`config.mk`:
```
export PLATFORM = sky130hd
export DESIGN_NAME = balance_pid_antiwindup
export DESIGN_NICKNAME = d
export VERILOG_FILES = /design/src/hw/rtl/bpa_pkg.sv /design/src/hw/rtl/bpa_ctrl.sv /design/src/hw/rtl/bpa_dp.sv /design/src/hw/rtl/balance_pid_antiwindup.sv
export SDC_FILE = /design/constraint.sdc
export NUM_CORES = 2
export LEC_CHECK = 0
export BUFFER_PORTS_ARGS = -buffer_cell sky130_fd_sc_hd__buf_2
export CAP_MARGIN = 0
export CORE_MARGIN = 2
export CORE_UTILIZATION = 27
export CTS_CLUSTER_DIAMETER = 80
export DETAILED_ROUTE_END_ITERATION = 8
export HOLD_SLACK_MARGIN = 0.06
export PLACE_DENSITY = 0.38
export SLEW_MARGIN = 20
export SYNTH_ARGS = -nofsm -noshare
export SYNTH_HDL_FRONTEND = slang
export SYNTH_SLANG_ARGS = --single-unit
```
`constraint.sdc`:
```
create_clock -name clk -period 20.9 [get_ports clk]
set_input_delay 1.045 -clock clk [delete_from_list [all_inputs] [get_ports clk]]
set_output_delay 1.045 -clock clk [all_outputs]
set_load 0.1 [all_outputs]
```
`src/hw/rtl/bpa_pkg.sv`:
```
`timescale 1ns / 1ps
// ----------------------------------------------------------------------------
// bpa_pkg: shared types and constants of the balance pid controller
// Field widths, register indexes, reset values, controller states and the
// command and status groups between controller and datapath.
// ----------------------------------------------------------------------------
package bpa_pkg;

  // fixed point format
  localparam int FRAC_BITS_DEF = 16;
  localparam int SPLIT_BITS    = 24;   // integral split into high and low part
  localparam int TERM_SAT_EXP  = 50;   // integral term limited to +/- 2^50

  // field widths
  localparam int ANG_W   = 19;
  localparam int RATE_W  = 23;
  localparam int GAIN_W  = 32;
  localparam int LIM_W   = 27;
  localparam int DB_W    = 17;
  localparam int DT_W    = 17;
  localparam int CMD_W   = 28;
  localparam int INT_W   = 40;
  localparam int E_W     = ANG_W + 1;
  localparam int R_W     = RATE_W + 1;

  // shared multiplier and wide accumulators
  localparam int MA_W    = GAIN_W;
  localparam int MB_W    = SPLIT_BITS + 1;
  localparam int PROD_W  = MA_W + MB_W;
  localparam int ACC_W   = 58;

  // ports
  localparam int CFG_AW      = 3;
  localparam int CFG_DW      = 32;
  localparam int IN_TDATA_W  = 48;
  localparam int OUT_TDATA_W = 32;

  // register indexes
  typedef enum logic [CFG_AW-1:0] {
    REG_GAIN_P         = 3'd0,
    REG_GAIN_I         = 3'd1,
    REG_GAIN_D         = 3'd2,
    REG_ANGLE_TARGET   = 3'd3,
    REG_RATE_TARGET    = 3'd4,
    REG_OUTPUT_LIMIT   = 3'd5,
    REG_ERROR_DEADBAND = 3'd6,
    REG_STEP_TIME      = 3'd7
  } reg_idx_t;

  // register reset values
  localparam logic [GAIN_W-1:0] GAIN_P_RST       = 32'd65536;
  localparam logic [GAIN_W-1:0] GAIN_I_RST       = 32'd0;
  localparam logic [GAIN_W-1:0] GAIN_D_RST       = 32'd0;
  localparam logic [ANG_W-1:0]  ANGLE_TARGET_RST = 19'd0;
  localparam logic [RATE_W-1:0] RATE_TARGET_RST  = 23'd0;
  localparam logic [LIM_W-1:0]  OUTPUT_LIMIT_RST = 27'd131072000;
  localparam logic [DB_W-1:0]   DEADBAND_RST     = 17'd197;
  localparam logic [DT_W-1:0]   STEP_TIME_RST    = 17'd655;

  // controller states
  typedef enum logic [3:0] {
    ST_IDLE,
    ST_MUL_P,
    ST_MUL_D,
    ST_MUL_IH,
    ST_MUL_IL,
    ST_ISUM,
    ST_USUM,
    ST_CHECK,
    ST_INTEG,
    ST_OUT
  } state_t;

  // operand pair of the shared multiplier
  typedef enum logic [2:0] {
    MUL_KP_E,
    MUL_KD_R,
    MUL_KI_HI,
    MUL_KI_LO,
    MUL_E_DT
  } mul_sel_t;

  // controller to datapath
  typedef struct packed {
    logic     load;     // take input request, form errors
    mul_sel_t mul_sel;
    logic     pd_init;  // pd = p term
    logic     pd_add;   // pd += d term
    logic     ihi_ld;   // high part of integral term
    logic     isum_ld;  // full integral term
    logic     usum_ld;  // raw command
    logic     chk_ld;   // capture clamp flag
    logic     int_upd;  // integral += e*dt
    logic     out_ld;   // load result register
  } dp_cmd_t;

  // datapath to controller
  typedef struct packed {
    logic clamp;
  } dp_stat_t;

endpackage

```
`src/hw/rtl/bpa_ctrl.sv`:
```
`timescale 1ns / 1ps
// ----------------------------------------------------------------------------
// bpa_ctrl: sequencer of the balance pid controller
// Steps the shared multiplier through the p, d and integral products, takes
// the anti-windup decision and hands results to the output register.
// ----------------------------------------------------------------------------
module bpa_ctrl (
  input  logic              clk,
  input  logic              rst_n,
  input  logic              in_tvalid,
  output logic              in_tready,
  output logic              out_tvalid,
  input  logic              out_tready,
  output bpa_pkg::dp_cmd_t  cmd,
  input  bpa_pkg::dp_stat_t stat
);
  import bpa_pkg::*;

  state_t state_r, state_nxt;
  logic   second_r, second_nxt;
  logic   out_valid_r, out_valid_nxt;
  logic   accept;
  logic   out_free;

  assign in_tready  = (state_r == ST_IDLE);
  assign accept     = in_tvalid && in_tready;
  assign out_free   = !out_valid_r || out_tready;
  assign out_tvalid = out_valid_r;

  // next state
  always_comb begin
    state_nxt  = state_r;
    second_nxt = second_r;
    unique case (state_r)
      ST_IDLE: begin
        if (accept) begin
          state_nxt  = ST_MUL_P;
          second_nxt = 1'b0;
        end
      end
      ST_MUL_P:  state_nxt = ST_MUL_D;
      ST_MUL_D:  state_nxt = ST_MUL_IH;
      ST_MUL_IH: state_nxt = ST_MUL_IL;
      ST_MUL_IL: state_nxt = ST_ISUM;
      ST_ISUM:   state_nxt = ST_USUM;
      ST_USUM:   state_nxt = second_r ? ST_OUT : ST_CHECK;
      ST_CHECK: begin
        state_nxt = stat.clamp ? ST_OUT : ST_INTEG;
      end
      ST_INTEG: begin
        state_nxt  = ST_MUL_IH;
        second_nxt = 1'b1;
      end
      ST_OUT: begin
        if (out_free) begin
          state_nxt = ST_IDLE;
        end
      end
      default:   state_nxt = ST_IDLE;
    endcase
  end

  // datapath commands
  always_comb begin
    cmd = '0;
    cmd.mul_sel = MUL_KP_E;
    unique case (state_r)
      ST_IDLE:   cmd.load = accept;
      ST_MUL_P:  cmd.mul_sel = MUL_KP_E;
      ST_MUL_D: begin
        cmd.mul_sel = MUL_KD_R;
        cmd.pd_init = 1'b1;
      end
      ST_MUL_IH: begin
        cmd.mul_sel = MUL_KI_HI;
        cmd.pd_add  = !second_r;
      end
      ST_MUL_IL: begin
        cmd.mul_sel = MUL_KI_LO;
        cmd.ihi_ld  = 1'b1;
      end
      ST_ISUM:   cmd.isum_ld = 1'b1;
      ST_USUM:   cmd.usum_ld = 1'b1;
      ST_CHECK: begin
        cmd.mul_sel = MUL_E_DT;
        cmd.chk_ld  = 1'b1;
      end
      ST_INTEG:  cmd.int_upd = 1'b1;
      ST_OUT:    cmd.out_ld = out_free;
      default:   cmd = '0;
    endcase
  end

  // result valid flag
  always_comb begin
    out_valid_nxt = out_valid_r;
    if (cmd.out_ld) begin
      out_valid_nxt = 1'b1;
    end else if (out_tready) begin
      out_valid_nxt = 1'b0;
    end
  end

  always_ff @(posedge clk) begin
    if (!rst_n) begin
      state_r     <= ST_IDLE;
      second_r    <= 1'b0;
      out_valid_r <= 1'b0;
    end else begin
      state_r     <= state_nxt;
      second_r    <= second_nxt;
      out_valid_r <= out_valid_nxt;
    end
  end

endmodule

```
`src/hw/rtl/bpa_dp.sv`:
```
`timescale 1ns / 1ps
// ----------------------------------------------------------------------------
// bpa_dp: datapath of the balance pid controller
// Holds the setup registers, errors, integral and result register, and one
// shared 32x25 signed multiplier whose product is registered every cycle.
// ----------------------------------------------------------------------------
module bpa_dp #(
  parameter int FRAC_BITS = bpa_pkg::FRAC_BITS_DEF
) (
  input  logic                         clk,
  input  logic                         rst_n,
  input  logic                         cfg_we,
  input  logic [bpa_pkg::CFG_AW-1:0]   cfg_addr,
  input  logic [bpa_pkg::CFG_DW-1:0]   cfg_wdata,
  input  logic [bpa_pkg::ANG_W-1:0]    pitch_angle,
  input  logic [bpa_pkg::RATE_W-1:0]   pitch_rate,
  input  logic                         clear_integral,
  input  bpa_pkg::dp_cmd_t             cmd,
  output bpa_pkg::dp_stat_t            stat,
  output logic [bpa_pkg::CMD_W-1:0]    drive_command,
  output logic                         windup_clamp
);
  import bpa_pkg::*;

  localparam int SHIFT_S = SPLIT_BITS - FRAC_BITS;
  localparam logic signed [ACC_W-1:0] TERM_SAT = ACC_W'(64'sd1 <<< TERM_SAT_EXP);
  localparam logic signed [ACC_W-1:0] HI_BOUND = TERM_SAT >>> SHIFT_S;
  localparam logic signed [INT_W:0]   INT_MAX  = {2'b00, {(INT_W-1){1'b1}}};
  localparam logic signed [INT_W:0]   INT_MIN  = {2'b11, {(INT_W-1){1'b0}}};

  // setup registers
  logic signed [GAIN_W-1:0] gain_p_r, gain_i_r, gain_d_r;
  logic signed [ANG_W-1:0]  angle_target_r;
  logic signed [RATE_W-1:0] rate_target_r;
  logic [LIM_W-1:0]         output_limit_r;
  logic [DB_W-1:0]          error_deadband_r;
  logic [DT_W-1:0]          step_time_r;

  // working registers
  logic signed [E_W-1:0]    e_r;
  logic signed [R_W-1:0]    rerr_r;
  logic signed [INT_W-1:0]  integral_r;
  logic signed [PROD_W-1:0] prod_r;
  logic signed [ACC_W-1:0]  pd_r, ihi_r, iterm_r, u_r;
  logic                     clamp_r;
  logic [CMD_W-1:0]         drive_r;

  logic signed [E_W-1:0]    e_raw;
  logic [E_W-1:0]           e_mag;
  logic signed [R_W-1:0]    rerr_nxt;
  logic signed [MA_W-1:0]   mul_a;
  logic signed [MB_W-1:0]   mul_b;
  logic signed [PROD_W-1:0] prod_nxt;
  logic signed [ACC_W-1:0]  prod_ext, fshift, ihi_nxt, isum_raw, iterm_nxt;
  logic signed [ACC_W-1:0]  lim_pos, lim_neg, u_lim;
  logic signed [INT_W:0]    int_sum;
  logic signed [INT_W-1:0]  int_nxt;
  logic                     clamp_now;

  // setup register writes
  always_ff @(posedge clk) begin
    if (!rst_n) begin
      gain_p_r         <= GAIN_P_RST;
      gain_i_r         <= GAIN_I_RST;
      gain_d_r         <= GAIN_D_RST;
      angle_target_r   <= ANGLE_TARGET_RST;
      rate_target_r    <= RATE_TARGET_RST;
      output_limit_r   <= OUTPUT_LIMIT_RST;
      error_deadband_r <= DEADBAND_RST;
      step_time_r      <= STEP_TIME_RST;
    end else if (cfg_we) begin
      unique case (reg_idx_t'(cfg_addr))
        REG_GAIN_P:         gain_p_r         <= cfg_wdata[GAIN_W-1:0];
        REG_GAIN_I:         gain_i_r         <= cfg_wdata[GAIN_W-1:0];
        REG_GAIN_D:         gain_d_r         <= cfg_wdata[GAIN_W-1:0];
        REG_ANGLE_TARGET:   angle_target_r   <= cfg_wdata[ANG_W-1:0];
        REG_RATE_TARGET:    rate_target_r    <= cfg_wdata[RATE_W-1:0];
        REG_OUTPUT_LIMIT:   output_limit_r   <= cfg_wdata[LIM_W-1:0];
        REG_ERROR_DEADBAND: error_deadband_r <= cfg_wdata[DB_W-1:0];
        REG_STEP_TIME:      step_time_r      <= cfg_wdata[DT_W-1:0];
        default:            gain_p_r         <= gain_p_r;
      endcase
    end
  end

  // angle error with deadband, rate error
  always_comb begin
    e_raw    = E_W'(angle_target_r) - E_W'($signed(pitch_angle));
    e_mag    = e_raw[E_W-1] ? E_W'(-e_raw) : E_W'(e_raw);
    rerr_nxt = R_W'(rate_target_r) - R_W'($signed(pitch_rate));
  end

  // shared multiplier operands
  always_comb begin
    mul_a = gain_p_r;
    mul_b = MB_W'(e_r);
    case (cmd.mul_sel)
      MUL_KP_E: begin
        mul_a = gain_p_r;
        mul_b = MB_W'(e_r);
      end
      MUL_KD_R: begin
        mul_a = gain_d_r;
        mul_b = MB_W'(rerr_r);
      end
      MUL_KI_HI: begin
        mul_a = gain_i_r;
        mul_b = MB_W'($signed(integral_r[INT_W-1:SPLIT_BITS]));
      end
      MUL_KI_LO: begin
        mul_a = gain_i_r;
        mul_b = $signed({1'b0, integral_r[SPLIT_BITS-1:0]});
      end
      MUL_E_DT: begin
        mul_a = MA_W'(e_r);
        mul_b = $signed({{(MB_W-DT_W){1'b0}}, step_time_r});
      end
      default: begin
        mul_a = gain_p_r;
        mul_b = MB_W'(e_r);
      end
    endcase
    prod_nxt = PROD_W'(mul_a) * PROD_W'(mul_b);
  end

  // product terms, saturation of the integral term
  always_comb begin
    prod_ext = ACC_W'(prod_r);
    fshift   = ACC_W'(prod_r >>> FRAC_BITS);
    if (prod_ext > HI_BOUND) begin
      ihi_nxt = TERM_SAT;
    end else if (prod_ext < -HI_BOUND) begin
      ihi_nxt = -TERM_SAT;
    end else begin
      ihi_nxt = prod_ext <<< SHIFT_S;
    end
    isum_raw = ihi_r + fshift;
    if (isum_raw > TERM_SAT) begin
      iterm_nxt = TERM_SAT;
    end else if (isum_raw < -TERM_SAT) begin
      iterm_nxt = -TERM_SAT;
    end else begin
      iterm_nxt = isum_raw;
    end
  end

  // integral update with saturation at its width
  always_comb begin
    int_sum = (INT_W+1)'(integral_r) + (INT_W+1)'(fshift);
    if (int_sum > INT_MAX) begin
      int_nxt = INT_MAX[INT_W-1:0];
    end else if (int_sum < INT_MIN) begin
      int_nxt = INT_MIN[INT_W-1:0];
    end else begin
      int_nxt = int_sum[INT_W-1:0];
    end
  end

  // saturation test and output limiting
  always_comb begin
    lim_pos   = $signed({{(ACC_W-LIM_W){1'b0}}, output_limit_r});
    lim_neg   = -lim_pos;
    clamp_now = ((u_r > lim_pos) && (e_r > 0)) || ((u_r < lim_neg) && (e_r < 0));
    if (u_r > lim_pos) begin
      u_lim = lim_pos;
    end else if (u_r < lim_neg) begin
      u_lim = lim_neg;
    end else begin
      u_lim = u_r;
    end
  end

  assign stat.clamp = clamp_now;

  // integral state
  always_ff @(posedge clk) begin
    if (!rst_n) begin
      integral_r <= '0;
    end else if (cmd.load && clear_integral) begin
      integral_r <= '0;
    end else if (cmd.int_upd) begin
      integral_r <= int_nxt;
    end
  end

  // datapath registers
  always_ff @(posedge clk) begin
    prod_r <= prod_nxt;
    if (cmd.load) begin
      e_r    <= (e_mag < E_W'(error_deadband_r)) ? '0 : e_raw;
      rerr_r <= rerr_nxt;
    end
    if (cmd.pd_init) begin
      pd_r <= fshift;
    end else if (cmd.pd_add) begin
      pd_r <= pd_r + fshift;
    end
    if (cmd.ihi_ld) begin
      ihi_r <= ihi_nxt;
    end
    if (cmd.isum_ld) begin
      iterm_r <= iterm_nxt;
    end
    if (cmd.usum_ld) begin
      u_r <= pd_r + iterm_r;
    end
    if (cmd.chk_ld) begin
      clamp_r <= clamp_now;
    end
    if (cmd.out_ld) begin
      drive_r      <= u_lim[CMD_W-1:0];
      windup_clamp <= clamp_r;
    end
  end

  assign drive_command = drive_r;

endmodule

```
`src/hw/rtl/balance_pid_antiwindup.sv`:
```
`timescale 1ns / 1ps
// sequence: p, d and integral products, the sums and the clamp check, then the
//   result register; an integral update reruns the integral products and sums
// flow: one request at a time, the next one taken once the result is
//   registered, set by the single shared multiplier
// reset: synchronous active-low rst_n restores register defaults, zeroes the
//   integral and empties the result register
// ----------------------------------------------------------------------------
// balance_pid_antiwindup: pitch balance pid with conditional integration
// Deadbanded angle error, pid command limited to +/- output_limit, integral
// held while the command saturates in the direction of the error.
// ----------------------------------------------------------------------------
module balance_pid_antiwindup #(
  parameter int FRAC_BITS = bpa_pkg::FRAC_BITS_DEF
) (
  input  logic                               clk,
  input  logic                               rst_n,
  input  logic                               cfg_we,
  input  logic [bpa_pkg::CFG_AW-1:0]         cfg_addr,
  input  logic [bpa_pkg::CFG_DW-1:0]         cfg_wdata,
  input  logic                               in_tvalid,
  output logic                               in_tready,
  // pitch_angle [18:0], pitch_rate [41:19], zero fill [47:42]
  input  logic [bpa_pkg::IN_TDATA_W-1:0]     in_tdata,
  // clear_integral
  input  logic                               in_tuser,
  output logic                               out_tvalid,
  input  logic                               out_tready,
  // drive_command [27:0], zero fill [31:28]
  output logic [bpa_pkg::OUT_TDATA_W-1:0]    out_tdata,
  // windup_clamp
  output logic                               out_tuser
);
  import bpa_pkg::*;

  dp_cmd_t          cmd;
  dp_stat_t         stat;
  logic [CMD_W-1:0] drive_command;

  // sequencer
  bpa_ctrl u_ctrl (
    .clk        (clk),
    .rst_n      (rst_n),
    .in_tvalid  (in_tvalid),
    .in_tready  (in_tready),
    .out_tvalid (out_tvalid),
    .out_tready (out_tready),
    .cmd        (cmd),
    .stat       (stat)
  );

  // arithmetic and state
  bpa_dp #(
    .FRAC_BITS (FRAC_BITS)
  ) u_dp (
    .clk            (clk),
    .rst_n          (rst_n),
    .cfg_we         (cfg_we),
    .cfg_addr       (cfg_addr),
    .cfg_wdata      (cfg_wdata),
    .pitch_angle    (in_tdata[ANG_W-1:0]),
    .pitch_rate     (in_tdata[ANG_W+RATE_W-1:ANG_W]),
    .clear_integral (in_tuser),
    .cmd            (cmd),
    .stat           (stat),
    .drive_command  (drive_command),
    .windup_clamp   (out_tuser)
  );

  assign out_tdata = {{(OUT_TDATA_W-CMD_W){1'b0}}, drive_command};

endmodule

```
==> metrics list <==
- Status: finished, violations left
* Violations in the final reports: DRC
- Across the whole layout, storage elements account for 15000 um^2.
- Setup repair bufs after CTS: 0
- Worst-case hold path end point: u_dp.windup_clamp$_DFFE_PP_
* Most area-hungry cell type in the Yosys netlist: sky130_fd_sc_hd__fa_1
* Post-detailed-route DRC marker count: 2
* Overall routing resource usage: 20.5%
- The clock passes through at most 3 buffers.
* # Max-Cap Violations: 0
- Across all layers, the routed design uses 53100 vias.
* Dominant register cell in the synthesized netlist: sky130_fd_sc_hd__dfxtp_1
- Slowest cell on the critical path: sky130_fd_sc_hd__buf_4
- CP arrival: 13270 ps
* Fraction of synthesis flops using an asynchronous set or reset pin: 0%
* # nets final: 8873
- In this run the critical register-to-register path is captured at u_dp.prod_r[55]$_DFF_P_.
- Worst setup skew after layout: 43.4 ps
- Number of enable flip-flop cells after synthesis: 298
* Fill cell count: 25900
- Reg-to-reg slack, setup: 8210 ps
* Critical Path Most Common Cell: sky130_fd_sc_hd__fa_1
- Min Clock Period, post-route: 12690 ps
* Maximum fanout along the worst path: 66
- Post-synthesis average cell area: 8.80 um^2
- Pin placement for this block handled 124 I/O pins.
* Leading cell types by total area after synthesis: sky130_fd_sc_hd__fa_1 25%, sky130_fd_sc_hd__edfxtp_1 14%, sky130_fd_sc_hd__ha_1 9.6%
- In this run, synthesis produced a sequential element count of 600.
* Via count of the first global-routing pass: 54600
* Number of instances on the worst hold path: 0
- In this run, post-CTS repair resized a total of 0 instances.
* Nature of the critical path endpoint: flop
- The top cell types in the final layout, fill and taps aside, are 990 x sky130_fd_sc_hd__nand2_1, 963 x sky130_fd_sc_hd__inv_1, 825 x sky130_fd_sc_hd__fa_1.
- Clock sinks: 600
- The die covers 247000 um^2.
* Relative slew slack: 22.9%
* Width of the chip: 497 um
- Area added between synthesis and finish: 10.9%
- Reg2reg start: u_ctrl.state_r[1]$_SDFFE_PN0P_
- Cells with a size suffix above 1 make up 6.60% of the layout.
- Timing analysis after detailed placement gives a worst setup slack of 8290 ps.
- CTS tree: yes
- Post-detailed-placement half-perimeter wirelength: 197000 um
- After synthesis, the netlist uses 92 different library cells.
- Period utilization: 60.7%
* Count of input and output buffers: 113
- The final max-slew violation count is 0.
- Largest stage delay, worst path: 790 ps
- Setup slack on the critical path of the routed design comes to 8210 ps.
* Antenna violations before repair: 18
* Sequential cell area fraction in the yosys report: 22.8%
- Total grt overflow: 0
* Weighted congestion reported at the end of routability-driven placement: 0.893
- Clock Pin Slew Worst Setup and Hold Paths: 60 ps
* Cells on worst reg2reg path: 36
- In this run the worst hold path is classified as flop to flop.
* H-tree levels: 3
- Setup repair after global routing left no endpoint under its margin.
- After routing, the total negative slack on setup checks comes to 0 ps.
- Number of buffers created by CTS: 78
- Cell row count: 181
- Setup violations remaining at the end of the flow were counted as 0.
- The first global-routing pass estimated 376000 um of wire.
- Post-route ant nets: 0
- Routed length per placed instance: 23.9 um
- Actual slew at the worst max-slew pin: 1160 ps
- Data on the critical path is required at its endpoint by 21480 ps.
- Largest net degree at the start of global routing: 82
* Vias per cell: 4.95
- The tightest hold path in the finished design has a slack of 423 ps.
* Floorplan Core Area: 243000 um^2
- The synthesized netlist occupies a cell area of 65700 um^2.
* CP Launch Type: flop
- Footprint of the multi-input gates: 46000 um^2
- In this run, post-CTS hold repair placed 0 buffers.
* Wirelength, routed: 256000 um
- Mapped Cells: 7469
- The top cell type by area accounts for 25.1% of the synthesized area.
- The initial utilization of the core area, before any placement, comes to 27.1%.
- In this run the most critical hold path is launched from u_dp.clamp_r$_DFFE_PN_.
* Crit Path Category: flop to flop
- Fmax: 0.0788 GHz
- Number of iterations in the first detailed-routing pass: 9
- Buffer cell driving the clock tree root: sky130_fd_sc_hd__clkbuf_16
- Fin. Hold Viols: 0
- Initial DRC Count: 3667
- Die height: 497 um
- Number of warning messages in the yosys log: 0
- Clock insertion delay at the later pin of the skew report: 690 ps
* Leading cell type in the layout, fill and taps excluded: sky130_fd_sc_hd__nand2_1
## state kept, by name (all words and copies together) (netlist names), 4 cells and up
name                   count
u_dp.gain_i_r             32
u_dp.gain_p_r             32
u_dp.error_deadband_r     17
u_dp.e_r                  20
u_dp.integral_r           40
u_dp.iterm_r              58
u_dp.drive_command        28
u_dp.output_limit_r       27
u_dp.angle_target_r       19
u_dp.gain_d_r             32
u_dp.ihi_r                50
u_ctrl.state_r             4
u_dp.prod_r               57
u_dp.u_r                  58
u_dp.pd_r                 58
u_dp.rate_target_r        23
u_dp.step_time_r          17
u_dp.rerr_r               24
## synthesized netlist by cell type, types with 23 or more instances
library cell	count
sky130_fd_sc_hd__a211oi_1	71
sky130_fd_sc_hd__a21o_1	150
sky130_fd_sc_hd__a21oi_1	538
sky130_fd_sc_hd__a22oi_1	49
sky130_fd_sc_hd__a31oi_1	38
sky130_fd_sc_hd__and2_1	32
sky130_fd_sc_hd__and3_1	24
sky130_fd_sc_hd__clkbuf_1	312
sky130_fd_sc_hd__dfxtp_1	302
sky130_fd_sc_hd__edfxtp_1	298
sky130_fd_sc_hd__fa_1	825
sky130_fd_sc_hd__ha_1	503
sky130_fd_sc_hd__inv_1	963
sky130_fd_sc_hd__maj3_1	35
sky130_fd_sc_hd__nand2_1	991
sky130_fd_sc_hd__nand2b_1	66
sky130_fd_sc_hd__nand3_1	124
sky130_fd_sc_hd__nand4_1	69
sky130_fd_sc_hd__nor2_1	758
sky130_fd_sc_hd__nor2b_1	89
sky130_fd_sc_hd__nor3_1	83
sky130_fd_sc_hd__nor4_1	34
sky130_fd_sc_hd__o211ai_1	38
sky130_fd_sc_hd__o21a_1	62
sky130_fd_sc_hd__o21ai_0	244
sky130_fd_sc_hd__o21bai_1	41
sky130_fd_sc_hd__o31ai_1	33
sky130_fd_sc_hd__or3_1	23
sky130_fd_sc_hd__xnor2_1	203
sky130_fd_sc_hd__xor2_1	108
## cell type report
| class | count | share of cell area [%] |
|---|---|---|
| multi-input combinational | 5540 | 63.1 |
| sequential | 600 | 20.6 |
| tap | 3202 | 5.49 |
| inverter | 966 | 4.98 |
| clock buffer | 111 | 3.03 |
| timing repair buffer | 270 | 2.39 |
| clock inverter | 32 | 0.381 |
| antenna | 7 | 0.0240 |
## cell families (layout without fill, tap and decap cells)
family | count (synthesis) | count (layout) | synth area share, %
compound gates | 1480 | 1480 | 14.2
buf+inv | 1332 | 1379 | 7.70
simple gates | 2376 | 2376 | 15.8
fa+ha+maj | 1363 | 1363 | 35.2
mux | 6 | 6 | 0.0933
xor+xnor | 311 | 311 | 4.14
flops | 600 | 600 | 22.8
other cells | 1 | 11 | 0.00570
## worst max-delay path: cells and delay by family, from the launching register on
kind | cells | cell delay, ps
buf+inv | 9 | 2760
simple gates | 5 | 1030
flops | 1 | 530
fa+ha+maj | 8 | 3990
xor+xnor | 1 | 160
compound gates | 13 | 3980
## per-layer routing
| layer | GRT usage (%) | wire, um | up-vias |
|---|---|---|---|
| li1 | - | - | 24700 |
| met1 | 28.6 | 119000 | 26800 |
| met2 | 33.4 | 117000 | 1279 |
| met3 | 2.23 | 11300 | 282 |
| met4 | 5.85 | 8120 | 0 |
| met5 | 0 | 0 | - |
## per-stage QoR
stage               area (um^2)  utilization, %  std cells
finish                    72900            30.0      10700
CTS                       72900            30.0      10700
detailed placement        70400            29.0      10600
global placement          70400            29.0      10600
global route              72900            30.0      10700
floorplan                 65800               -       7472
## worst max path at each step
| stage | startpoint | slack (ps) | cells past startpoint | endpoint |
|---|---|---|---|---|
| detailed placement | u_ctrl.state_r[1]$_SDFFE_PN0P_ | 8290 | 36 | u_dp.prod_r[55]$_DFF_P_ |
| floorplan | u_ctrl.state_r[2]$_SDFFE_PN0P_ | 10170 | 34 | u_dp.prod_r[55]$_DFF_P_ |
| CTS | u_ctrl.state_r[1]$_SDFFE_PN0P_ | 8250 | 36 | u_dp.prod_r[55]$_DFF_P_ |
| global placement | u_ctrl.state_r[1]$_SDFFE_PN0P_ | 8280 | 36 | u_dp.prod_r[55]$_DFF_P_ |
| global route | u_ctrl.state_r[1]$_SDFFE_PN0P_ | 7530 | 36 | u_dp.prod_r[55]$_DFF_P_ |
| finish | u_ctrl.state_r[1]$_SDFFE_PN0P_ | 8210 | 36 | u_dp.prod_r[55]$_DFF_P_ |
Power is not shown: default switching activity piles up to over one toggle a cycle in this logic, so the estimate is an artifact.
